## src/rtl/tcw_fifo.sv

```systemverilog
`default_nettype none
// ----------------------------------------------------------------------------
// tcw_fifo: small register queue
// Push/full and pop/empty queue; words leave in arrival order.
// ----------------------------------------------------------------------------
module tcw_fifo #(
	parameter int WIDTH = 32,
	parameter int DEPTH = 2
) (
	input  wire logic             clk,
	input  wire logic             arst_n,
	input  wire logic             push,
	input  wire logic [WIDTH-1:0] wdata,
	output logic                  full,
	input  wire logic             pop,
	output logic      [WIDTH-1:0] rdata,
	output logic                  empty
);

	localparam int PW = $clog2(DEPTH);
	localparam int NW = $clog2(DEPTH + 1);
	localparam logic [PW-1:0] LAST_PTR = PW'(DEPTH - 1);

	logic [WIDTH-1:0] mem_q [DEPTH];
	logic [PW-1:0]    wr_ptr_q;
	logic [PW-1:0]    rd_ptr_q;
	logic [NW-1:0]    count_q;
	logic             push_ok;
	logic             pop_ok;

	assign full    = (count_q == NW'(DEPTH));
	assign empty   = (count_q == '0);
	assign push_ok = push && !full;
	assign pop_ok  = pop && !empty;
	assign rdata   = mem_q[rd_ptr_q];

	// pointers and fill count
	always_ff @(posedge clk or negedge arst_n) begin
		if (!arst_n) begin
			wr_ptr_q <= '0;
			rd_ptr_q <= '0;
			count_q  <= '0;
		end else begin
			if (push_ok) begin
				wr_ptr_q <= (wr_ptr_q == LAST_PTR) ? '0 : wr_ptr_q + PW'(1);
			end
			if (pop_ok) begin
				rd_ptr_q <= (rd_ptr_q == LAST_PTR) ? '0 : rd_ptr_q + PW'(1);
			end
			if (push_ok && !pop_ok) begin
				count_q <= count_q + NW'(1);
			end else if (pop_ok && !push_ok) begin
				count_q <= count_q - NW'(1);
			end
		end
	end

	// storage
	always_ff @(posedge clk) begin
		if (push_ok) begin
			mem_q[wr_ptr_q] <= wdata;
		end
	end

endmodule
`default_nettype wire

```

## config.mk

```make
export PLATFORM = sky130hd
export DESIGN_NAME = tcw_fifo
export DESIGN_NICKNAME = d
export VERILOG_FILES = /design/src/rtl/tcw_fifo.sv
export SDC_FILE = /design/constraint.sdc
export NUM_CORES = 1
export LEC_CHECK = 0
export ABC_AREA = 0
export BUFFER_PORTS_ARGS = -buffer_cell sky130_fd_sc_hd__buf_4
export CORE_MARGIN = 2
export CORE_UTILIZATION = 50
export DETAILED_ROUTE_END_ITERATION = 16
export GPL_TIMING_DRIVEN = 0
export PLACE_DENSITY = 0.76
export SYNTH_ARGS = -nofsm -noshare
export SYNTH_HDL_FRONTEND = slang
export SYNTH_SLANG_ARGS = --single-unit
```

## constraint.sdc

```tcl
create_clock -name clk -period 3.25 [get_ports clk]
set_input_delay 0.65 -clock clk [delete_from_list [all_inputs] [get_ports clk]]
set_output_delay 0.65 -clock clk [all_outputs]
set_load 0.005 [all_outputs]
```

# == Word level (Yosys, flattened, before mapping) ==
# Memories as Yosys holds them, arrays and structs flattened.
# Index checks and enable logic that the tools add are counted.
# op_classes
n_addsub,4
eq_ne,1
mux,6
reduce_logical,10
# op_table
cell,count
1-bit logical AND,4
1-bit logical NOT,4
1-bit two-way mux,4
2-bit two-way mux,2
1-bit adder (second input constant),2
2-bit by 1-bit adder with 2-bit output (second input constant),1
2-bit == test (second input constant),1
2-bit logical NOT,1
2-bit nonzero test,1
2-bit by 1-bit subtractor with 2-bit output (second input constant),1
# totals
ff_bits,4
ramBits,64
in_bits,36
elab_cells,25
mem_count,1
# memory_table
memory,depth,width,rd,rd_clocked_by_memory_dff,write_ports,line,source
mem_q,2,32,1,0,1,24,logic [WIDTH-1:0] mem_q [DEPTH];

# == Longest topological paths before layout ==
# Gate-level depths: netlist of the first run.
# depth
word_depth,7
ltp_mapped,7
mapped_depth_nobuf,7

# == Worst setup path after synthesis of the first run ==
# OpenSTA, ideal clock, no wires.
# synth_timing
path_type,input -> register
from,input push
to,"memory mem_q[0][0], enable pin"
t_arrival_ps,2093
required_time_ps,2829
setup_slack_ps,736
cell_stages,2
path_buffers,0
path_cell_list,nand2_1 nor2_1
# synth_between
elab_chain_len,3
# synth_lines
element,line,source
start: declaration,12,"input wire logic push,"
1-bit logical AND,33,assign push_ok = push && !full;
1-bit two-way mux,60,if (push_ok) begin
1-bit two-way mux (implied by the code),61,mem_q[wr_ptr_q] <= wdata;
end: declaration,24,
# Every way passes these cells.

# == Worst setup path after layout of the first run ==
# layout_timing
from,register rd_ptr_q
to,output rdata[7]
# layout_between
elab_chain_len,1
# layout_lines
element,line,source
start: declaration,26,logic [PW-1:0] rd_ptr_q;
start signal: assignment,48,rd_ptr_q <= (rd_ptr_q == LAST_PTR) ? '0 : rd_ptr_q + PW'(1);
memory read 2 x 32 bit,--,
end: declaration,16,"output logic [WIDTH-1:0] rdata,"
# Every way passes these cells.

==> flow_metrics.py, run 1 <==
metrics = {
    "logic_synthesis": {
        "ys_seq_area_frac": 0.7605,
        "synth_cell_type_count": 15,
        "synth_nets": 156,
        "syn_area_per_cell_sq_um": 22.34,
        "syn_inst": 119,
        "synthArstFlopShare": 0.05882,
        "yosys.area.top_type_share": 0.7228,
        "ys.flop_type": "edfxtp_1",
        "synth_edf_count": 64,
        "synth_area_leaders": "edfxtp_1, mux2_4, dfrtp_1",
        "ys.warnings.count": 0,
        "ys_ff_latch": 68,
        "netlist_area_sq_um": 2659,
        "synth_common_cells": "edfxtp_1, mux2_4, dfrtp_1",
        "yosysTopAreaCell": "edfxtp_1",
        "synth.most_common_cell": "edfxtp_1",
    },
    "layout": {
        "layout-drive-gt1-share": 0.5931,
        "fin_area_sq_um": 3488,
        "fillers": 348,
        "post-route-util": 0.6830,
        "area_growth_pct": 31.20,
        "num_antenna_cells": 0,
        "nets": 236,
        "finalNonFillerCells": 274,
    },
    "critical_path": {
        "crit_path_start_kind": "flop",
        "crit_arrival_ns": 1.44,
        "path_max_fanout": 10,
        "endpoint_kind": "output port",
        "path_class": "reg -> out",
        "r2r_cells": 3,
        "worstPathRequired_ns": 2.60,
    },
    "placement": {
        "place_inst": 258,
        "gp_congestion": 0.6517,
        "detailed_place.area_sq_um": 3272,
        "io_buffers": 69,
        "pre_cts_ws_ns": 0.9042,
    },
    "drt": {
        "ant_nets": 0,
        "vias": 1300,
        "drt_iter0_drc": 117,
        "routed_wl_um": 4526,
        "routedWlPerCell_um": 16.52,
        "via_per_inst": 4.745,
        "drc_errors": 0,
        "dr.pass1.iters": 4,
    },
    "clock_tree": {
        "clock_latency_ns": 0.33,
        "h-tree-depth": 3,
        "cts_root_buffer": "clkbuf_8",
        "clock_path_buffers": 2,
        "cts_tree": "yes",
        "clk_pin_slew_ns": 0.07,
        "cts_buffers": 9,
        "ctsResizeCount": 0,
        "ctsHoldBuffers": 0,
        "postCtsSetupBuffers": 0,
        "clock_sinks": 68,
    },
    "sta": {
        "fmax_mhz": 479.2,
        "period_share": 0.6421,
        "setup_tns_ns": 0,
        "maxSlewViolCount": 0,
        "tightest_slew_ns": 0.9065,
        "holdWs_ns": 0.09811,
        "hold_violations": 0,
        "rsz0062_at_grt": "no",
        "slew_headroom": 0.3942,
        "finClkSkew_ns": 0.004833,
        "finalSetupViolations": 0,
        "layout_setup_ws_ns": 1.163,
        "period_needed_ns": 2.087,
    },
    "floorplan": {
        "die-area_sq_um": 5917,
        "die_x_um": 76.92,
        "rows": 26,
        "core_sq_um": 5107,
        "start_util": 0.5206,
        "pin_count": 70,
        "chipHeight_um": 76.92,
    },
    "pwr": {
        "peakVddDrop_mv": 0.5288,
        "p_leak_nw": 1.414,
        "total_power_mw": 3.120,
        "power_density_nw_per_um2": 894.3,
    },
    "grt": {
        "grt_antenna_before_repair": 0,
        "grt_max_degree": 33,
        "grt_pass1_vias": 1398,
        "grt_overflow": 0,
        "grt_pass1_wl_um": 6906,
        "track_usage": 0.1604,
    },
    "job": {
        "max_cap_violations": 0,
    },
    "min_path": {
        "hp-class": "in -> async",
    },
    "status": {
        "outcome": "complete, no violations",
    },
}
-- per-layer routing --
layer  wire, um  up-vias  track usage
met1       1640      640       0.1694
met3        244        6      0.06118
met2       2586       39       0.2816
li1           -      615            -
met5          0        -            0
met4         54        0      0.07455
-- cell usage in the layout, fill, tap and decap left out, drive strengths merged --
cell type	synthesis	layout
inv	2	2
clkbuf	0	9
nand2	1	1
buf	4	73
and3	1	1
o21ai	1	1
dfrtp	4	4
edfxtp	64	64
clkinv	0	3
clkinvlp	0	2
ha	1	1
mux2	32	32
xnor2	3	3
xor2	2	2
nand2b	1	1
nor2	3	3
bufinv	0	2
-- final timing paths --
kind	slack [ns]	startpoint	to
worst min-delay path	0.1	arst_n	wr_ptr_q
min in group clk	0.50	wdata[26]	mem_q[1][26]
worst max-delay path	1.16	rd_ptr_q	rdata[7]
max in group asynchronous	3.05	arst_n	count_q[1]
worst max register to register	1.37	count_q[0]	mem_q[0][9]
worst min register to register	0.54	count_q[1]	count_q[1]
-- logic make-up after synthesis --
logic type | Yosys count | share of synthesized area
compound gates | 1 | 0.001881
buf+inv | 6 | 0.02965
xor+xnor | 5 | 0.01647
simple gates | 6 | 0.01035
mux | 32 | 0.1765
fa+ha+maj | 1 | 0.004705
flops | 68 | 0.7605
-- final cells by class --
class	instances	area, sq um	area share
buffer	4	71.32	0.02044
timing repair buffer	69	518.0	0.1485
inverter	2	7.507	0.002152
clock inverter	7	91.34	0.02618
sequential	68	2022	0.5796
tap	70	87.58	0.02511
clock buffer	9	123.9	0.03551
multi-input combinational	45	566.8	0.1625
-- report_power, final --
group          leakage [nW]  total [mW]  internal [mW]  switching, mW
Clock                 0.101       0.740          0.428          0.312
Sequential            0.641        1.28           1.21         0.0735
Combinational         0.673        1.10          0.661          0.439
-- flip-flops by register name (all words and copies together), names as in the netlist --
signal	cells
count_q	2
mem_q	64
wr_ptr_q	1
rd_ptr_q	1
-- critical path: stages, from the launching register on --
cell and delay (ns):
dfrtp_1 0.37, buf_6 0.14, buf_12 0.15, mux2_4 0.30, buf_4 0.14
(Power assumes the default switching activity.)
==> inputs of run 2 (changes only) <==
==> constraint.sdc (replaced) <==
create_clock -name clk -period 2.2 [get_ports clk]
set_input_delay 0.44 -clock clk [delete_from_list [all_inputs] [get_ports clk]]
set_output_delay 0.44 -clock clk [all_outputs]
set_load 0.005 [all_outputs]
==> run 2 against run 1 <==
Routed wire length is 1.8% lower. Via count is 1.2% higher. Final area is 1.1% higher. Setup slack worse by 0.88 ns. Critical path depth is 1 lower.
==> flow_metrics.py, run 2 (synthesized netlist as in run 1, its figures left out) <==
metrics = {
    "floorplan": {
        "start_util": 0.5206,
        "core_sq_um": 5107,
        "pin_count": 70,
        "rows": 26,
        "chipHeight_um": 76.92,
        "die-area_sq_um": 5917,
        "die_x_um": 76.92,
    },
    "status": {
        "outcome": "complete, no violations",
    },
    "sta": {
        "fmax_mhz": 521.2,
        "finalSetupViolations": 0,
        "tightest_slew_ns": 0.9541,
        "holdWs_ns": 0.2918,
        "slew_headroom": 0.3625,
        "hold_violations": 0,
        "period_share": 0.8720,
        "maxSlewViolCount": 0,
        "rsz0062_at_grt": "no",
        "period_needed_ns": 1.918,
        "finClkSkew_ns": 0.005457,
    },
    "drt": {
        "ant_nets": 0,
        "vias": 1315,
        "via_per_inst": 4.764,
        "drt_iter0_drc": 75,
        "routed_wl_um": 4446,
        "drc_errors": 0,
        "routedWlPerCell_um": 16.11,
        "dr.pass1.iters": 4,
    },
    "grt": {
        "grt_pass1_vias": 1480,
        "grt_pass1_wl_um": 6941,
        "grt_overflow": 0,
        "grt_antenna_before_repair": 0,
        "grt_max_degree": 33,
        "track_usage": 0.1631,
    },
    "layout": {
        "top_register": "mem_q",
        "layout_commonest_cell": "buf_4",
        "largest_reg_flops": 64,
        "num_antenna_cells": 0,
        "biggestRegsByFlops": "mem_q: 64 flops, count_q: 2 flops",
        "layout-drive-gt1-share": 0.5874,
        "nets": 238,
        "final_cell_mix": "buf_4, edfxtp_1, mux2_4, clkbuf_8, dfrtp_1",
        "area_growth_pct": 32.66,
        "fin_area_sq_um": 3527,
    },
    "critical_path": {
        "crit_path_start_kind": "flop",
        "cp_slowest_stage_delay_ns": 0.75,
        "path_max_fanout": 32,
        "cp_cell_sequence": "nand2b_1, nand2_1, nor2_4",
        "crit_arrival_ns": 1.87,
        "endpoint_kind": "flop",
        "worstPathRequired_ns": 2.15,
        "worst_path_max_delay_cell": "nor2_4",
        "path_class": "reg -> reg",
    },
    "clock_tree": {
        "clock_latency_ns": 0.33,
        "cts_tree": "yes",
        "clock_sinks": 68,
        "clock_path_buffers": 2,
        "cts_buffers": 9,
        "clk_pin_slew_ns": 0.07,
        "postCtsSetupBuffers": 0,
        "h-tree-depth": 3,
        "cts_root_buffer": "clkbuf_8",
        "ctsResizeCount": 0,
    },
    "min_path": {
        "hp-class": "in -> reg",
    },
    "placement": {
        "io_buffers": 69,
        "detailed_place.area_sq_um": 3299,
        "gp_congestion": 0.6580,
        "dp.final_hpwl_um": 3123,
    },
    "pwr": {
        "p_leak_nw": 1.437,
        "power_density_nw_per_um2": 1318,
        "peakVddDrop_mv": 0.9184,
    },
    "job": {
        "max_cap_violations": 0,
    },
}
## run 2: cell types whose count changed in the layout (fill, tap and decap cells not counted)
cell	previous run	this run
clkinvlp_4	2	1
clkbuf_8	9	10
clkinv_1	2	0
dlygate4sd3_1	0	1
buf_16	0	1
clkinv_2	0	1
clkbuf_1	0	2
and3_1	0	1
clkinv_4	1	0
and3_2	1	0
## run 2: final timing paths
check	endpoint	slack, ns	startpoint	cells after the start
hold reg to reg	count_q[1]	0.54	count_q[1]	1
max in group asynchronous	count_q[0]	1.64	arst_n	2
min in group asynchronous	rd_ptr_q	0.45	arst_n	2
hold / removal	mem_q[1][7]	0.29	wdata[7]	1
setup reg to reg	mem_q[0][28]	0.28	count_q[0]	3
setup / recovery	mem_q[0][28]	0.28	count_q[0]	3
## run 2: final cells by class
class                      instances  area, sq um
sequential                        68         2022
fill                             335         1580
multi-input combinational         45        565.5
timing repair buffer              71        555.5
clock buffer                      12        145.1
tap                               70        87.58
clock inverter                     4        72.57
buffer                             4        71.32
inverter                           2        7.507
## run 2: critical path: cells and delay by family (launching register included)
kind          cells  cell delay, ns
flops             1            0.45
simple gates      3            1.08
## run 2: report_power, final
| part | total (mW) | switching [mW] | internal [mW] |
|---|---|---|---|
| clock | 1.10 | 0.429 | 0.668 |
| combinational | 1.67 | 0.656 | 1.01 |
| sequential | 1.89 | 0.107 | 1.78 |
## run 2: per-layer routing
metal  global-route usage  share of wire
met2               0.2851           0.54
met3              0.07294          0.065
met1               0.1667           0.38
met5                    0              0
met4              0.07455          0.017
## run 2: per-stage QoR
stage	utilization	instances	TNS [ns]	total power, mW	setup WS, ns
floorplan	-	119	0	2.896	0.3004
global placement	0.6396	258	-3.211	3.494	-0.1016
detailed placement	0.6460	259	0	3.606	0.2566
CTS	0.6906	276	0	4.717	0.2497
global route	0.6906	276	0	4.884	0.1478
finish	0.6906	276	0	4.649	0.2815
## run 2: repair_timing
item / 4_1_cts / 5_1_grt
endpoints found under the setup margin: 0 / 0
hold endpoints to repair: 4 / 0
hold buffers: 1 / 0
==> inputs of run 3 (changes only) <==
--- a/config.mk
+++ b/config.mk
@@ -9,6 +9,7 @@
 export BUFFER_PORTS_ARGS = -buffer_cell sky130_fd_sc_hd__buf_4
 export CORE_MARGIN = 2
 export CORE_UTILIZATION = 50
+export CTS_CLUSTER_SIZE = 20
 export DETAILED_ROUTE_END_ITERATION = 16
 export GPL_TIMING_DRIVEN = 0
 export PLACE_DENSITY = 0.76
==> constraint.sdc (replaced) <==
create_clock -name clk -period 1.8 [get_ports clk]
set_input_delay 0.36 -clock clk [delete_from_list [all_inputs] [get_ports clk]]
set_output_delay 0.36 -clock clk [all_outputs]
set_load 0.005 [all_outputs]
==> run 3 against run 2 <==
Non-clock buffer count is 2 higher. Sequential share of layout area is 1.2 points lower. Clock skew is 0.0042 ns higher. Core utilization is 1.5 points higher.
==> flow_metrics.py, run 3 (synthesized netlist as in run 1, its figures left out) <==
metrics = {
    "status": {
        "outcome": "complete, no violations",
    },
    "pwr": {
        "power_density_nw_per_um2": 1572,
        "total_power_mw": 5.662,
        "p_leak_nw": 1.453,
        "peakVddDrop_mv": 1.142,
    },
    "placement": {
        "gp_congestion": 0.7330,
        "dp.final_hpwl_um": 2865,
        "io_buffers": 69,
    },
    "sta": {
        "finalSetupViolations": 0,
        "hold_violations": 0,
        "period_share": 0.9821,
        "slew_headroom": 0.6577,
        "rsz0062_at_grt": "yes",
        "period_needed_ns": 1.768,
        "finClkSkew_ns": 0.009671,
        "fmax_mhz": 565.7,
        "maxSlewViolCount": 0,
        "holdWs_ns": 0.2073,
        "tightest_slew_ns": 0.5122,
    },
    "job": {
        "max_cap_violations": 0,
    },
    "clock_tree": {
        "clk_pin_slew_ns": 0.07,
        "h-tree-depth": 3,
        "clock_path_buffers": 2,
        "clock_latency_ns": 0.33,
        "clock_sinks": 68,
        "cts_tree": "yes",
        "cts_root_buffer": "clkbuf_8",
        "cts_buffers": 9,
    },
    "layout": {
        "largest_reg_flops": 64,
        "num_antenna_cells": 0,
        "layout_commonest_cell": "edfxtp_1",
        "top_register": "mem_q",
        "final_cell_mix": "edfxtp_1, buf_4, buf_6, mux2_4, clkbuf_8",
        "biggestRegsByFlops": "mem_q: 64 flops, count_q: 2 flops",
        "area_growth_pct": 35.48,
        "nets": 241,
        "layout-drive-gt1-share": 0.6029,
    },
    "grt": {
        "grt_pass1_wl_um": 6879,
        "grt_pass1_vias": 1425,
        "track_usage": 0.1593,
        "grt_max_degree": 33,
        "grt_overflow": 0,
        "grt_antenna_before_repair": 0,
    },
    "floorplan": {
        "die-area_sq_um": 5917,
        "pin_count": 70,
        "core_sq_um": 5107,
        "chipHeight_um": 76.92,
        "rows": 26,
        "die_x_um": 76.92,
        "start_util": 0.5206,
    },
    "critical_path": {
        "path_max_fanout": 10,
        "path_class": "reg -> out",
        "worstPathRequired_ns": 1.44,
        "endpoint_kind": "output port",
        "crit_path_start_kind": "flop",
        "crit_arrival_ns": 1.41,
    },
    "drt": {
        "via_per_inst": 4.746,
        "drt_iter0_drc": 73,
        "routed_wl_um": 4476,
        "vias": 1324,
        "ant_nets": 0,
        "drc_errors": 0,
        "routedWlPerCell_um": 16.04,
        "dr.pass1.iters": 4,
    },
    "min_path": {
        "hp-class": "in -> reg",
    },
}
run 3: cell types whose count changed in the layout (fill, tap and decap cells not counted):
cell,before,now
buf_16,1,0
nand2_1,1,0
clkinvlp_4,1,2
bufinv_16,2,0
clkinv_2,1,2
nand2_2,0,1
buf_4,69,43
and3_4,0,1
and3_1,1,0
nor2_4,1,2
buf_6,1,30
run 3: what timing repair did:
item,CTS,global route
buffers inserted,2,1
hold buffers,1,0
cloned,1,0
pin swaps,0,0
resized for setup,2,31
hold endpoints to repair,4,0
endpoints found under the setup margin,67,30
run 3: final timing paths:
check | cells after the start | startpoint | endpoint | slack [ns]
max in group asynchronous | 2 | arst_n | count_q[0] | 1.34
min | 1 | wdata[16] | mem_q[1][16] | 0.21
min in group asynchronous | 2 | arst_n | wr_ptr_q | 0.35
max | 4 | rd_ptr_q | rdata[24] | 0.03
max reg2reg | 7 | count_q[0] | count_q[1] | 0.19
min reg2reg | 1 | count_q[1] | count_q[1] | 0.54
run 3: critical path: stages (launching register included):
cell and delay (ns):
dfrtp_1 0.37, buf_6 0.14, buf_12 0.15, mux2_4 0.31, buf_6 0.12
run 3: per-stage QoR:
step / instance area [sq um] / std cells / utilization / setup WS [ns] / setup TNS [ns]
finish: 3602 / 279 / 0.7053 / 0.03216 / 0
global route: 3602 / 279 / 0.7053 / -0.01587 / -0.08391
CTS: 3480 / 278 / 0.6813 / 0.004394 / 0
detailed placement: 3272 / 258 / 0.6406 / -0.4067 / -15.79
global placement: 3272 / 258 / 0.6406 / -0.3231 / -10.30
floorplan: 2666 / 119 / - / 0.01615 / 0
run 3: cell type report:
type | count | area, sq um
repair buffers | 73 | 659.4
clock inverters | 4 | 25.02
multi-input cells | 46 | 584.3
flip-flops and latches | 68 | 2022
clock buffers | 12 | 145.1
fillers | 322 | 1505
plain buffers | 4 | 71.32
inverters | 2 | 7.507
well taps | 70 | 87.58
run 3: where the power goes:
group	total (mW)	internal (mW)	switching [mW]
Clock	1.06	0.533	0.532
Combinational	2.28	1.42	0.861
Sequential	2.31	2.17	0.141
run 3: metal layers:
| layer | routed length (um) | vias up | GRT usage | share of wire |
|---|---|---|---|---|
| met1 | 1772 | 650 | 0.1781 | 0.40 |
| li1 | - | 624 | - | - |
| met4 | 98 | 0 | 0.09273 | 0.022 |
| met2 | 2364 | 41 | 0.2675 | 0.53 |
| met5 | 0 | - | 0 | 0 |
| met3 | 241 | 9 | 0.05059 | 0.054 |
