[src/rtl/tcw_pkg.sv]
`default_nettype none
// ----------------------------------------------------------------------------
// tcw_pkg: shared types and constants of the text console writer
// Command and result words, op codes, state encoding and cell packing.
// ----------------------------------------------------------------------------
package tcw_pkg;

	// item kinds on the input channel
	localparam logic [1:0] KIND_PUT   = 2'd0;
	localparam logic [1:0] KIND_READ  = 2'd1;
	localparam logic [1:0] KIND_CLEAR = 2'd2;

	// character that moves the cursor to the next row
	localparam logic [7:0] NEWLINE_CODE = 8'h0a;
	localparam logic [7:0] BLANK_CHAR   = 8'h00;

	// configuration register indexes (paddr[2])
	localparam logic REG_DFLT_FG = 1'b0;
	localparam logic REG_DFLT_BG = 1'b1;

	// classified operation handed from front to back
	typedef enum logic [2:0] {
		OP_PUT,
		OP_NEWLINE,
		OP_READ,
		OP_CLEAR,
		OP_NOP
	} tcw_op_t;

	typedef struct packed {
		tcw_op_t    op;
		logic [7:0] ch;
		logic [3:0] fg;
		logic [4:0] row;
		logic [6:0] col;
		logic       eot;
	} tcw_cmd_t;

	typedef struct packed {
		logic [7:0] cell_char;
		logic [3:0] cell_fg;
		logic [3:0] cell_bg;
		logic [4:0] cursor_row;
		logic [6:0] cursor_col;
		logic       scrolled;
		logic       text_done;
	} tcw_res_t;

	// back end sequencer states
	typedef enum logic [3:0] {
		ST_INIT,
		ST_IDLE,
		ST_RD_ADDR,
		ST_RD_REQ,
		ST_RD_DATA,
		ST_CLEAR,
		ST_SCROLL,
		ST_BLANK,
		ST_RESP
	} tcw_state_t;

	// cell layout: background, foreground, character
	function automatic logic [15:0] make_cell(input logic [7:0] ch, input logic [3:0] fg,
			input logic [3:0] bg);
		return {bg, fg, ch};
	endfunction

endpackage
`default_nettype wire

[src/rtl/tcw_fifo.sv]
`default_nettype none
// ----------------------------------------------------------------------------
// tcw_fifo: small register queue
// Push/full and pop/empty queue; words leave in arrival order.
// ----------------------------------------------------------------------------
module tcw_fifo #(
	parameter int WIDTH = 32,
	parameter int DEPTH = 2
) (
	input  wire logic             clk,
	input  wire logic             arst_n,
	input  wire logic             push,
	input  wire logic [WIDTH-1:0] wdata,
	output logic                  full,
	input  wire logic             pop,
	output logic      [WIDTH-1:0] rdata,
	output logic                  empty
);

	localparam int PW = $clog2(DEPTH);
	localparam int NW = $clog2(DEPTH + 1);
	localparam logic [PW-1:0] LAST_PTR = PW'(DEPTH - 1);

	logic [WIDTH-1:0] mem_q [DEPTH];
	logic [PW-1:0]    wr_ptr_q;
	logic [PW-1:0]    rd_ptr_q;
	logic [NW-1:0]    count_q;
	logic             push_ok;
	logic             pop_ok;

	assign full    = (count_q == NW'(DEPTH));
	assign empty   = (count_q == '0);
	assign push_ok = push && !full;
	assign pop_ok  = pop && !empty;
	assign rdata   = mem_q[rd_ptr_q];

	// pointers and fill count
	always_ff @(posedge clk or negedge arst_n) begin
		if (!arst_n) begin
			wr_ptr_q <= '0;
			rd_ptr_q <= '0;
			count_q  <= '0;
		end else begin
			if (push_ok) begin
				wr_ptr_q <= (wr_ptr_q == LAST_PTR) ? '0 : wr_ptr_q + PW'(1);
			end
			if (pop_ok) begin
				rd_ptr_q <= (rd_ptr_q == LAST_PTR) ? '0 : rd_ptr_q + PW'(1);
			end
			if (push_ok && !pop_ok) begin
				count_q <= count_q + NW'(1);
			end else if (pop_ok && !push_ok) begin
				count_q <= count_q - NW'(1);
			end
		end
	end

	// storage
	always_ff @(posedge clk) begin
		if (push_ok) begin
			mem_q[wr_ptr_q] <= wdata;
		end
	end

endmodule
`default_nettype wire

[src/rtl/tcw_front.sv]
`default_nettype none
// ----------------------------------------------------------------------------
// tcw_front: input side of the console writer
// Accepts words, classifies them into commands and queues them for the back.
// ----------------------------------------------------------------------------
module tcw_front #(
	parameter int ROWS = 25,
	parameter int COLS = 80
) (
	input  wire logic             clk,
	input  wire logic             arst_n,
	input  wire logic             push,
	output logic                  full,
	input  wire logic [1:0]       kind,
	input  wire logic [7:0]       char_code,
	input  wire logic [3:0]       fg_color,
	input  wire logic [4:0]       cell_row,
	input  wire logic [6:0]       cell_col,
	input  wire logic             end_of_text,
	input  wire logic             init_busy,
	output tcw_pkg::tcw_cmd_t     cmd,
	output logic                  cmd_empty,
	input  wire logic             cmd_pop
);

	localparam int CMD_W = $bits(tcw_pkg::tcw_cmd_t);

	tcw_pkg::tcw_cmd_t cmd_in;
	logic              q_full;
	logic              in_range;
	logic [CMD_W-1:0]  q_rdata;

	assign in_range = (32'(cell_row) < ROWS) && (32'(cell_col) < COLS);

	// classify the incoming word
	always_comb begin
		cmd_in     = '0;
		cmd_in.ch  = char_code;
		cmd_in.fg  = fg_color;
		cmd_in.row = cell_row;
		cmd_in.col = cell_col;
		unique case (kind)
			tcw_pkg::KIND_PUT: begin
				cmd_in.op  = (char_code == tcw_pkg::NEWLINE_CODE) ?
					tcw_pkg::OP_NEWLINE : tcw_pkg::OP_PUT;
				cmd_in.eot = end_of_text;
			end
			tcw_pkg::KIND_READ: begin
				cmd_in.op = in_range ? tcw_pkg::OP_READ : tcw_pkg::OP_NOP;
			end
			tcw_pkg::KIND_CLEAR: begin
				cmd_in.op = tcw_pkg::OP_CLEAR;
			end
			default: begin
				cmd_in.op = tcw_pkg::OP_NOP;
			end
		endcase
	end

	// no words taken while the screen is being cleared after reset
	assign full = q_full || init_busy;

	// command queue between front and back
	tcw_fifo #(
		.WIDTH(CMD_W),
		.DEPTH(2)
	) u_cmd_q (
		.clk   (clk),
		.arst_n(arst_n),
		.push  (push && !init_busy),
		.wdata (cmd_in),
		.full  (q_full),
		.pop   (cmd_pop),
		.rdata (q_rdata),
		.empty (cmd_empty)
	);

	assign cmd = tcw_pkg::tcw_cmd_t'(q_rdata);

endmodule
`default_nettype wire

[config.mk]
export PLATFORM = sky130hd
export DESIGN_NAME = tcw_front
export DESIGN_NICKNAME = d
export VERILOG_FILES = /design/src/rtl/tcw_pkg.sv /design/src/rtl/tcw_fifo.sv /design/src/rtl/tcw_front.sv
export SDC_FILE = /design/constraint.sdc
export NUM_CORES = 1
export LEC_CHECK = 0
export BUFFER_PORTS_ARGS = -buffer_cell sky130_fd_sc_hd__buf_2
export CAP_MARGIN = 20
export CORE_MARGIN = 2
export CORE_UTILIZATION = 51
export DETAILED_ROUTE_END_ITERATION = 8
export GPL_TIMING_DRIVEN = 0
export PLACE_DENSITY = 0.78
export SLEW_MARGIN = 25
export SYNTH_ARGS = -nofsm -noshare
export SYNTH_HDL_FRONTEND = slang
export SYNTH_SLANG_ARGS = --single-unit
[constraint.sdc]
create_clock -name clk -period 2.9 [get_ports clk]
set_input_delay 0.145 -clock clk [delete_from_list [all_inputs] [get_ports clk]]
set_output_delay 0.145 -clock clk [all_outputs]
set_load 0.05 [all_outputs]
* Yosys cells after proc, flatten, opt, wreduce, memory -nomap -nowiden
Memories as Yosys holds them, arrays and structs flattened. Index checks and enable logic that the tools add are counted.
Storage, ports and cells: bits in writable memories 56, output and inout port bits 30, memories 1, input port bits 32, register bits 4, logic and storage cells 39
Memory list:
- u_cmd_q.mem_q | depth 2, width 28, read ports 1, clocked after memory_dff 0, wr ports 1, line tcw_fifo.sv:24 | logic [WIDTH-1:0] mem_q [DEPTH];
Operators by class: muxes and demuxes 10, equal/unequal tests 4, reductions and logical operators 15, magnitude comparators 2, add/sub/neg operators 4
Operators by type and width (number):
- 3-bit one-hot mux with 3 select lines | 1
- 8-bit by 4-bit == test with 1-bit output (second input constant) | 1
- 7-bit less-than comparator (second input constant) | 1
- 1-bit logical AND | 6
- 1-bit two-way mux | 6
- 1-bit zero test | 5
- 5-bit less-than comparator (second input constant) | 1
- 2-bit == test (second input constant) | 2
- 2-bit zero test | 2
- 2-bit two-way mux | 2
- 3-bit two-way mux | 1
- 1-bit adder (second input constant) | 2
- 2-bit by 1-bit adder with 2-bit output (second input constant) | 1
- 2-bit by 1-bit == test with 1-bit output (second input constant) | 1
- 2-bit nonzero test | 1
- 2-bit by 1-bit subtractor with 2-bit output (second input constant) | 1
- 1-bit logical OR | 1

* Longest topological paths before layout
Gate-level depths: netlist (run 1).
depth in word-level cells 7, depth in mapped cells 7, gate-level depth less buffers 7

* Cells and area by module
From an unflattened synthesis (run 1), not the netlist that was laid out.
Second synthesis, totals: cells, all modules 118, area total of the unflattened synthesis 2354.8 um^2
Modules (own cells, without submodules):
- tcw_fifo | cells each 106, sequential area each 1781.7 um^2, area an instance 2264.7 um^2, instances 1
- tcw_front | cells each 12, sequential area each 0.0 um^2, area an instance 90.1 um^2, instances 1

* Worst setup path before layout (run 1)
No wires, ideal clock.
kind register to register, start point register u_cmd_q.count_q[1], end point memory u_cmd_q.mem_q[0][0] (netlist name) (enable), path buffers 0, setup slack 0.675 ns, data arrival time 1.812 ns, data required time 2.487 ns, period minus slack after synthesis 2.225 ns, library setup time 0.413 ns, stages on the path, launching flop included 4, cell sequence dfrtp_1 -> inv_1 -> o211ai_1 -> nor2_1
On the way: longest elaborated chain between the ends 5
RTL lines:
- from (decl) | line tcw_fifo.sv:27 | logic [NW-1:0] count_q;
- from (signal assigned) | line tcw_fifo.sv:51 | count_q <= count_q + NW'(1);
- from (signal assigned) | line tcw_fifo.sv:53 | count_q <= count_q - NW'(1);
- 2-bit == test | line tcw_fifo.sv:31 | assign full = (count_q == NW'(DEPTH));
- 1-bit zero test | line tcw_fifo.sv:33 | assign push_ok = push && !full;
- 1-bit logical AND | line tcw_fifo.sv:33
- 1-bit two-way mux | line tcw_fifo.sv:60 | if (push_ok) begin
- 1-bit two-way mux (not written as such) | line tcw_fifo.sv:61 | mem_q[wr_ptr_q] <= wdata;
- to (decl) | line tcw_fifo.sv:24
No other way between the ends.

==> results.md, run 1 <==
* Starting Density at 0.530
* Worst setup SP type: flip-flop
* Fin. max-slew vios at 0
* Iter 0 DRT Violations at roughly 70
* Die height at roughly 70 µm
* Final antenna-violating net count at 0
* WL/cell at ~15 µm
* Area growth from synthesis to layout at 25.4%
* Final Hold Vio Count at 0
* Status: finished, final reports clean
* Maximum vdd drop at 0.757 mV
* Total Neg Setup Slack at 0 ns
* CP arrival at between 1.5 and 2 ns
* Crit Path Max Fanout at 10
* Routability cong. at between 0.7 and 0.8
* Unrepaired setup endpoints after global routing: false
* Largest net degree at the start of global routing at 29
* CP top delay family: buffers and inverters
* CP Cell Sequence: buf_4 > buf_6 > mux2_2 > buf_2
* Sequential area share after synthesis at 0.772
* Share of layout cells above drive strength 1 at 0.545
* Simple-gate share of the synthesized area at 0.0266
* Initial antenna violation count at 0
* Core ar. at 4350 µm²
* Synth top area share at 0.729
* Lkg Pwr at 0.00111 µW
* P per Cell Area at between 1000 and 1500 nW/µm²
* Tcrit/Tclk final at 0.585
* Final wirelength at between 3 and 4 mm
* CTS buffer count at 9
* CTS Root Cell: clkbuf_8
* Worst slew pin tran at about 0.7 ns
* # rows at 24
* CTS tree: done
* Via count at 1261
* Slew margin rel. at 0.538
* Max Root-Sink Buffers at 2
* Gate Count Post-Synth at 118
* Post-Syn Area per Cell at 19.6 µm²
* HP Class: in2reg
* Warning count from the yosys run at 0
* # clock sinks at 60
* Synth Register Bits at 60
* Die width at between 70 and 80 µm
* Die area at 5080 µm²
* Via/cell ratio at slightly above 5
* Leading post-synthesis cells by cell area: edfxtp_1 73%, mux2_2 14%, dfrtp_1 4.3%
* Clock Skew at 0.00424 ns
* Largest stage delay on the critical path at approximately 0.33 ns
* Crit path kind: reg2out
* Finish-stage setup viols at 0
* Syn nets at ~150
* Fmax at between 0.5 and 0.6 GHz
* # nets final at between 200 and 250
* Period minus WS final at about 1.7 ns
* H-tree levels at 3
* Compound-Gate Fraction of Synth Area at 0.0184
* Vias in the first global route at approximately 1300
* Main combinational cell family by area after synthesis: multiplexers
* Sequential Area at ~1800 µm²
* # IOs at just over 60
* First drt pass iteration count at 4
* Clk Latency, worst-skew pair at 0.31 ns
* Most frequent cells in the layout: 62 x buf_2, 56 x edfxtp_1, 28 x mux2_2
* Synth Area in Adders at 0.00542
* # DRC at 0
* Mux share of post-synthesis cell area at 0.142
* N_diodes at 0
* Count of different cell masters after synthesis at 23
* Req. time, crit path at approximately 2.8 ns
* PortBufs at 61
* Top cell type by total area after synthesis: edfxtp_1
* First-pass GRT wire length at roughly 6.1 mm
* Fin util at 0.665
* Gr usage total at 0.162
* Worst setup EP type: output pin
* Maxcap violations at 0
* Slowest-stage cell, CP: dfrtp_1
* Synthesized area at between 2000 and 2500 µm²
* Clock-pin slew on the worst setup and hold paths at ~0.06 ns
* Layout fillers at around 320
* Multi-input gate area at roughly 500 µm²
* Commonest non-fill, non-tap cell in the layout: buf_2
* Post-synthesis xor/xnor area fraction at 0.0190
* Worst Path Buf+Inv at 3
* Post-DP HPWL at between 2 and 3 mm
* Total grt overflow at 0
[cells by family (layout without fill, tap and decap cells)]
logic type	after synthesis	after routing
buffers and inverters	7	87
xor gates and xnor gates	5	5
and+or+nand+nor	10	10
AOI/OAI and AO/OA	6	6
adders and majority gates	1	1
muxes	29	29
DFF	60	60
[stage by stage]
stage                     setup WS (ns)  area (µm²)  hold slack, ns  std cells  power [µW]
final                              1.20        2890          0.0172        250        2920
after global routing               1.08        2890        0.000680        250        3050
after floorplan                   0.675        2310          -0.151        118        2100
after CTS                          1.18        2870        0.000726        248        2950
after detailed placement           1.20        2710         -0.0468        232        2370
after global placement            0.113        2680         -0.0507        231        2310
[per-layer routing]
| layer | share of wire | up-vias | GRT usage |
|---|---|---|---|
| met2 | 0.53 | 35 | 0.278 |
| met5 | 0 | - | 0 |
| li1 | - | 610 | - |
| met1 | 0.41 | 609 | 0.186 |
| met4 | 0.015 | 0 | 0.0755 |
| met3 | 0.048 | 7 | 0.0506 |
[worst paths after layout]
check / from / to / slack, ns / depth (start not counted)
max: u_cmd_q.rd_ptr_q / cmd[7] / 1.20 / 4
max reg2reg: u_cmd_q.count_q[1] / u_cmd_q.mem_q[1][10] / 1.21 / 3
max in group asynchronous: arst_n / u_cmd_q.rd_ptr_q / 2.61 / 2
min: fg_color[3] / u_cmd_q.mem_q[1][16] / 0.02 / 1
min in group asynchronous: arst_n / u_cmd_q.count_q[0] / 0.18 / 2
min reg2reg: u_cmd_q.wr_ptr_q / u_cmd_q.wr_ptr_q / 0.58 / 1
[cell usage after synthesis]
library cell and count:
edfxtp_1 56, mux2_2 28, xnor2_1 4, inv_1 4
mux2_1 1, nor3b_1 1, o311a_1 1, buf_6 1
a21oi_1 1, xor2_1 1, nor3_2 1, o21a_1 2
ha_1 1, nor4_1 1, buf_2 1, and3_1 1
nor4bb_1 1, o21ai_0 1, buf_4 1, nor2b_1 1
nor2_1 4, dfrtp_1 4, o211ai_1 1
[repair_timing]
item | 4_1_cts | 5_1_grt
hold buffers | 1 | 2
setup buffers | 0 | 0
resized for setup | 0 | 0
hold endpoints to repair | 4 | 4
[state kept, by name, summed over array words and instances (netlist names)]
register / count
u_cmd_q.mem_q: 56
u_cmd_q.count_q: 2
u_cmd_q.rd_ptr_q: 1
u_cmd_q.wr_ptr_q: 1
[cell type report]
cell class / instances / area share
buffer: 3 / 0.00821
clock buffer: 12 / 0.0467
clock inverter: 3 / 0.00519
inverter: 4 / 0.00519
multi-input combinational: 51 / 0.171
sequential: 60 / 0.616
tap: 52 / 0.0225
timing repair buffer: 65 / 0.125
[power breakdown]
group,internal [µW],switching (µW)
combinational,371,826
sequential,1090,52.4
clock,301,282
total,1760,1160
Note: power is estimated with default switching activity, not from simulation.
==> inputs of run 2 (changes only) <==
==> constraint.sdc (replaced) <==
create_clock -name clk -period 1.6 [get_ports clk]
set_input_delay 0.08 -clock clk [delete_from_list [all_inputs] [get_ports clk]]
set_output_delay 0.08 -clock clk [all_outputs]
set_load 0.05 [all_outputs]
==> results.md, run 2 (synthesized netlist as in run 1, its figures left out) <==
* # rows at 24 (unchanged)
* Maxcap violations at 0 (unchanged)
* Tcrit/Tclk final at 0.968
* GR Util met2 at 0.341 (+0.0628)
* Req. time, crit path at 1.52 ns (-1.24 ns)
* Final Hold Vio Count at 0 (unchanged)
* Layout fillers at 289 (-9.4%)
* Final instance area at 3160 µm² (+9.1%)
* Crit Path Max Fanout at 19 (+9)
* Gr usage total at 0.187 (+0.0251)
* # IOs at 62 (unchanged)
* Sequential Area at 1780 µm² (about the same)
* Most frequent cells in the layout: 60 x buf_2, 56 x edfxtp_1, 28 x mux2_2
* Area growth from synthesis to layout at 36.8%
* First drt pass iteration count at 4 (unchanged)
* Starting Density at 0.530 (unchanged)
* Unrepaired setup endpoints after global routing: true
* Vias in the first global route at 1497 (+11%)
* Status: finished, final reports clean
* Regs by FF count: u_cmd_q.mem_q (56), u_cmd_q.count_q (2)
* Crit path kind: reg2out
* Fmax at 0.646 GHz
* # nets final at 252 (+11%)
* Die height at 71.3 µm (unchanged)
* Slew margin rel. at 0.730 (+0.192)
* Core ar. at 4350 µm² (unchanged)
* Multi-input gate area at 513 µm² (+3.5%)
* First-pass GRT wire length at 6.98 mm (+15%)
* Final wirelength at 4.47 mm (+16%)
* # DRC at 0 (unchanged)
* Total design power at 5430 µW (+86%)
* P per Cell Area at 1720 nW/µm² (+70%)
* Slowest-stage cell, CP: mux2_2
* CP Cell Sequence: buf_6 > mux2_2 > buf_2
* CTS buffer count at 9 (unchanged)
* Via count at 1387 (+10%)
* CTS tree: done
* Commonest non-fill, non-tap cell in the layout: buf_2
* Share of layout cells above drive strength 1 at 0.507 (-0.0387)
* CTS Root Cell: clkbuf_8
* # clock sinks at 60 (unchanged)
* Initial antenna violation count at 0 (unchanged)
* WL/cell at 16.3 µm (+5.7%)
* Clk Latency, worst-skew pair at 0.31 ns (about the same)
* PortBufs at 61 (unchanged)
* Finish-stage setup viols at 0 (unchanged)
* Worst setup SP type: flip-flop
* Fin util at 0.725 (+0.0603)
* Via/cell ratio at 5.04 (about the same)
* Max Root-Sink Buffers at 2 (unchanged)
* CP arrival at 1.47 ns (-0.08 ns)
* Setup Slack @ Placement at -0.220 ns (-1.42 ns)
* Total Neg Setup Slack at 0 ns (unchanged)
* Largest net degree at the start of global routing at 29 (unchanged)
* Lkg Pwr at 0.00121 µW (+8.8%)
* N_diodes at 0 (unchanged)
* Met3 Use GR at 0.0506 (unchanged)
* Total grt overflow at 0 (unchanged)
* Post-DP HPWL at 2.80 mm (+4.3%)
* H-tree levels at 3 (unchanged)
* Post-route setup slack at 0.0513 ns (-1.15 ns)
* Maximum vdd drop at 1.31 mV (+72%)
* Routability cong. at 0.685 (-2.4%)
* Worst setup EP type: output pin
* HP Class: in2async
* Worst slew pin tran at 0.406 ns (-0.288 ns)
* Post-place instance area at 2690 µm² (-1.0%)
* Most flops, register: u_cmd_q.mem_q
* Largest stage delay on the critical path at 0.37 ns (+0.04 ns)
* Max reg flops at 56 (unchanged)
* Die width at 71.3 µm (unchanged)
* Period minus WS final at approximately 1.5 ns
* Clock Skew at 0.00373 ns (-0.000505 ns)
* Fin. max-slew vios at 0 (unchanged)
* Iter 0 DRT Violations at 98 (+42%)
* Grt met1 use at 0.210 (+0.0241)
* GRT busiest layer: met2
* Clock-pin slew on the worst setup and hold paths at 0.06 ns (about the same)
* Die area at 5080 µm² (unchanged)
* Final antenna-violating net count at 0 (unchanged)
run 2: metal layers:
metal | part of all wire | routed length, µm
met1 | 0.40 | 1810
met2 | 0.55 | 2460
met3 | 0.041 | 184
met4 | 0.0060 | 27
met5 | 0 | 0
run 2: final timing paths:
| check | from | endpoint | slack [ns] | cells after the start |
|---|---|---|---|---|
| max reg2reg | u_cmd_q.count_q[0] | u_cmd_q.count_q[1] | 0.11 | 6 |
| min reg2reg | u_cmd_q.count_q[0] | u_cmd_q.count_q[0] | 0.55 | 1 |
| max in group asynchronous | arst_n | u_cmd_q.count_q[0] | 1.36 | 2 |
| max | u_cmd_q.rd_ptr_q | cmd[27] | 0.05 | 3 |
| min | arst_n | u_cmd_q.count_q[1] | 0.11 | 2 |
| min in group clk | cmd_pop | u_cmd_q.rd_ptr_q | 0.11 | 3 |
run 2: layout make-up:
cell class / count / area share
plain buffers: 2 / 0.00595
repair buffers: 90 / 0.194
well taps: 52 / 0.0206
multi-input cells: 52 / 0.163
clock buffers: 11 / 0.0416
clock inverters: 4 / 0.00555
inverters: 4 / 0.00476
flip-flops and latches: 60 / 0.565
run 2: critical path, delay by kind of cell, from the launching register on:
family                 cells  cell delay (ns)
multiplexers               1             0.37
buffers and inverters      2             0.43
flip-flops                 1             0.36
run 2: what timing repair did:
item / 4_1_cts / 5_1_grt
setup buffers: 3 / 1
setup endpoints to repair: 74 / 2
pin swaps: 3 / 2
hold endpoints to repair: 52 / 0
gates cloned: 1 / 0
resized for setup: 5 / 4
hold buffers: 25 / 0
run 2: where the power goes:
part           leakage, µW  total (µW)  internal (µW)  switching, µW
Combinational     0.000576        2280            747           1540
Sequential        0.000558        2090           1980            117
Clock            0.0000780        1050            538            514
Total              0.00121        5430           3260           2170
run 2: per-stage QoR:
stage          hold slack, ns  std cells
6_report                0.106        275
5_1_grt                 0.106        275
4_1_cts                0.0760        274
3_5_place_dp           -0.112        231
3_3_place_gp           -0.114        231
2_1_floorplan          -0.216        118
==> inputs of run 3 (changes only) <==
--- a/config.mk
+++ b/config.mk
@@ -8,10 +8,10 @@
 export BUFFER_PORTS_ARGS = -buffer_cell sky130_fd_sc_hd__buf_2
 export CAP_MARGIN = 20
 export CORE_MARGIN = 2
-export CORE_UTILIZATION = 51
+export CORE_UTILIZATION = 46
 export DETAILED_ROUTE_END_ITERATION = 8
 export GPL_TIMING_DRIVEN = 0
-export PLACE_DENSITY = 0.78
+export PLACE_DENSITY = 0.73
 export SLEW_MARGIN = 25
 export SYNTH_ARGS = -nofsm -noshare
 export SYNTH_HDL_FRONTEND = slang
==> constraint.sdc (replaced) <==
create_clock -name clk -period 1.4 [get_ports clk]
set_input_delay 0.07 -clock clk [delete_from_list [all_inputs] [get_ports clk]]
set_output_delay 0.07 -clock clk [all_outputs]
set_load 0.05 [all_outputs]
==> results.md, run 3 (synthesized netlist as in run 1, its figures left out) <==
* Worst slew pin tran at 0.355 ns (-0.0502 ns)
* Grt met1 use at 0.216 (+0.00677)
* Fin. max-slew vios at 0 (unchanged)
* Crit Path Max Fanout at 8 (-11)
* First-pass GRT wire length at 7.30 mm (+4.6%)
* Via/cell ratio at 4.94 (-2.1%)
* Req. time, crit path at 1.33 ns (-0.19 ns)
* Clock-pin slew on the worst setup and hold paths at 0.06 ns (about the same)
* CP startpoint: u_cmd_q.rd_ptr_q
* Tcrit/Tclk final at 1.11
* Slowest-stage cell, CP: dfrtp_1
* Via count at 1511 (+8.9%)
* Fmax at ~0.64 GHz
* Slew margin rel. at 0.761 (+0.0319)
* Worst setup SP type: flip-flop
* WL/cell at 16.9 µm (+3.9%)
* Most flops, register: u_cmd_q.mem_q
* CP Cell Sequence: buf_6 > buf_4 > mux2_4 > buf_8
* Starting Density at 0.482 (-0.0478)
* Period minus WS final at ~1.6 ns
* Post-route setup slack at -0.153 ns (-0.205 ns)
* Post-DP HPWL at 2.61 mm (-6.9%)
* Most frequent cells in the layout: 56 x edfxtp_1, 40 x buf_2, 25 x dlygate4sd3_1
* Total Neg Setup Slack at -4.32 ns (-4.32 ns)
* Unrepaired setup endpoints after global routing: true
* # IOs at 62 (unchanged)
* Worst Path Buf+Inv at 3 (+1)
* Cells after DPL at 246 (+6.5%)
* Total grt overflow at 0 (unchanged)
* Status: finished, violations left
* Final wirelength at 5.17 mm (+16%)
* Lkg Pwr at 0.00148 µW (+22%)
* Routability cong. at 0.718 (+4.8%)
* GRT busiest layer: met2
* Clock Skew at 0.00736 ns (+0.00363 ns)
* CTS tree: done
* Vias in the first global route at 1536 (+2.6%)
* Largest net degree at the start of global routing at 15 (-48%)
* Worst setup EP type: output pin
* Final Hold Vio Count at 0 (unchanged)
* Max reg flops at 56 (unchanged)
* N_diodes at 0 (unchanged)
* Die height at 74.8 µm (+5.0%)
* Non-Filler Instances at 306 (+11%)
* CP top delay family: buffers and inverters
* Largest stage delay on the critical path at 0.39 ns (+0.02 ns)
* H-tree levels at 3 (unchanged)
* Core ar. at 4790 µm² (+9.9%)
* Clk Latency, worst-skew pair at 0.33 ns (+0.02 ns)
* PortBufs at 61 (unchanged)
* Finish-stage setup viols at 65 (+65)
* Fin util at 0.767 (+0.0421)
* HP Class: in2async
* Layout fillers at 281 (-2.8%)
* CTS buffer count at 9 (unchanged)
* NetSw at 2810 µW (+30%)
* # rows at 25 (+4.2%)
* Flop pwr share at 0.309 (-0.077)
* Iter 0 DRT Violations at 95 (-3.1%)
* Die width at 74.8 µm (+5.0%)
* Setup Slack @ Placement at -0.413 ns (-0.193 ns)
* GR Util met2 at 0.319 (-0.0218)
* Pint at 4960 µW (+52%)
* # clock sinks at 60 (unchanged)
* Maxcap violations at 0 (unchanged)
* Share of layout cells above drive strength 1 at 0.548 (+0.0414)
* First drt pass iteration count at 4 (unchanged)
* Clock power frac at 0.211 (+0.017)
* Area growth from synthesis to layout at 59.1%
* Crit path kind: reg2out
* Max Root-Sink Buffers at 2 (unchanged)
* Initial antenna violation count at 0 (unchanged)
* Worst r2r src: u_cmd_q.count_q[0]
* Gr usage total at 0.187 (+0.000289)
* P per Cell Area at 2110 nW/µm² (+23%)
* Regs by FF count: u_cmd_q.mem_q (56), u_cmd_q.count_q (2)
* Final antenna-violating net count at 0 (unchanged)
* Failing checks: setup timing
* Commonest non-fill, non-tap cell in the layout: edfxtp_1
* # nets final at 267 (+6.0%)
* Maximum vdd drop at 1.37 mV (+5.2%)
* CP arrival at 1.48 ns (about the same)
* Comb pwr share at 0.481 (+0.061)
* CTS Root Cell: clkbuf_8
* Met3 Use GR at 0.0455 (-0.00512)
* Switching share of total power at 0.361 (-0.0376)
* # DRC at 0 (unchanged)
* Die area at 5600 µm² (+10%)
run 3: metal layers:
layer,vias to the layer above,wire length (µm)
met4,0,85
met5,-,0
met3,8,271
met1,754,2000
li1,693,-
met2,56,2810
run 3: worst reg2reg max path, delay by kind of cell, from the launching register on:
family,cells,cell delay (ns)
AOI/OAI and AO/OA,1,0.30
xor gates and xnor gates,2,0.28
buffers and inverters,1,0.13
adders and majority gates,1,0.17
and+or+nand+nor,1,0.11
DFF,1,0.44
run 3: power by group through the flow:
stage	Clock [µW]	Combinational, µW	Sequential, µW
after detailed placement	0	2470	2410
after floorplan	0	1990	2370
after global routing	1730	3890	2420
final	1640	3730	2400
after CTS	1650	3370	2380
after global placement	0	2440	2380
run 3: path summary, 6_finish.rpt:
path / to / slack [ns] / cells after the start
max in group asynchronous: u_cmd_q.count_q[0] / 1.18 / 2
setup reg to reg: u_cmd_q.count_q[1] / -0.11 / 6
hold reg to reg: u_cmd_q.count_q[0] / 0.52 / 1
setup / recovery: cmd[27] / -0.15 / 4
hold / removal: u_cmd_q.wr_ptr_q / 0.08 / 2
min in group clk: u_cmd_q.mem_q[0][25] / 0.08 / 2
run 3: layout make-up:
| class | count | area [µm²] | share of cell area |
|---|---|---|---|
| well taps | 67 | 83.8 | 0.0228 |
| clock buffers | 10 | 128 | 0.0348 |
| multi-input cells | 53 | 602 | 0.164 |
| repair buffers | 103 | 947 | 0.258 |
| inverters | 4 | 15.0 | 0.00409 |
| clock inverters | 6 | 78.8 | 0.0215 |
| plain buffers | 3 | 33.8 | 0.00920 |
| flip-flops and latches | 60 | 1780 | 0.486 |
run 3: metrics by stage:
| step | hold slack, ns | power, µW | instance area [µm²] |
|---|---|---|---|
| finish | 0.0762 | 7760 | 3670 |
| CTS | 0.0641 | 7400 | 3520 |
| global route | 0.0736 | 8040 | 3670 |
| global placement | -0.123 | 4820 | 2710 |
| floorplan | -0.226 | 4370 | 2320 |
| detailed placement | -0.116 | 4880 | 2710 |
run 3: timing repair:
action	in CTS	in global routing
gates resized for setup	63	31
setup endpoints to repair	86	60
pin swaps	5	3
hold buffers	25	0
cloned	3	1
buffers inserted	13	2
hold endpoints to repair	52	0
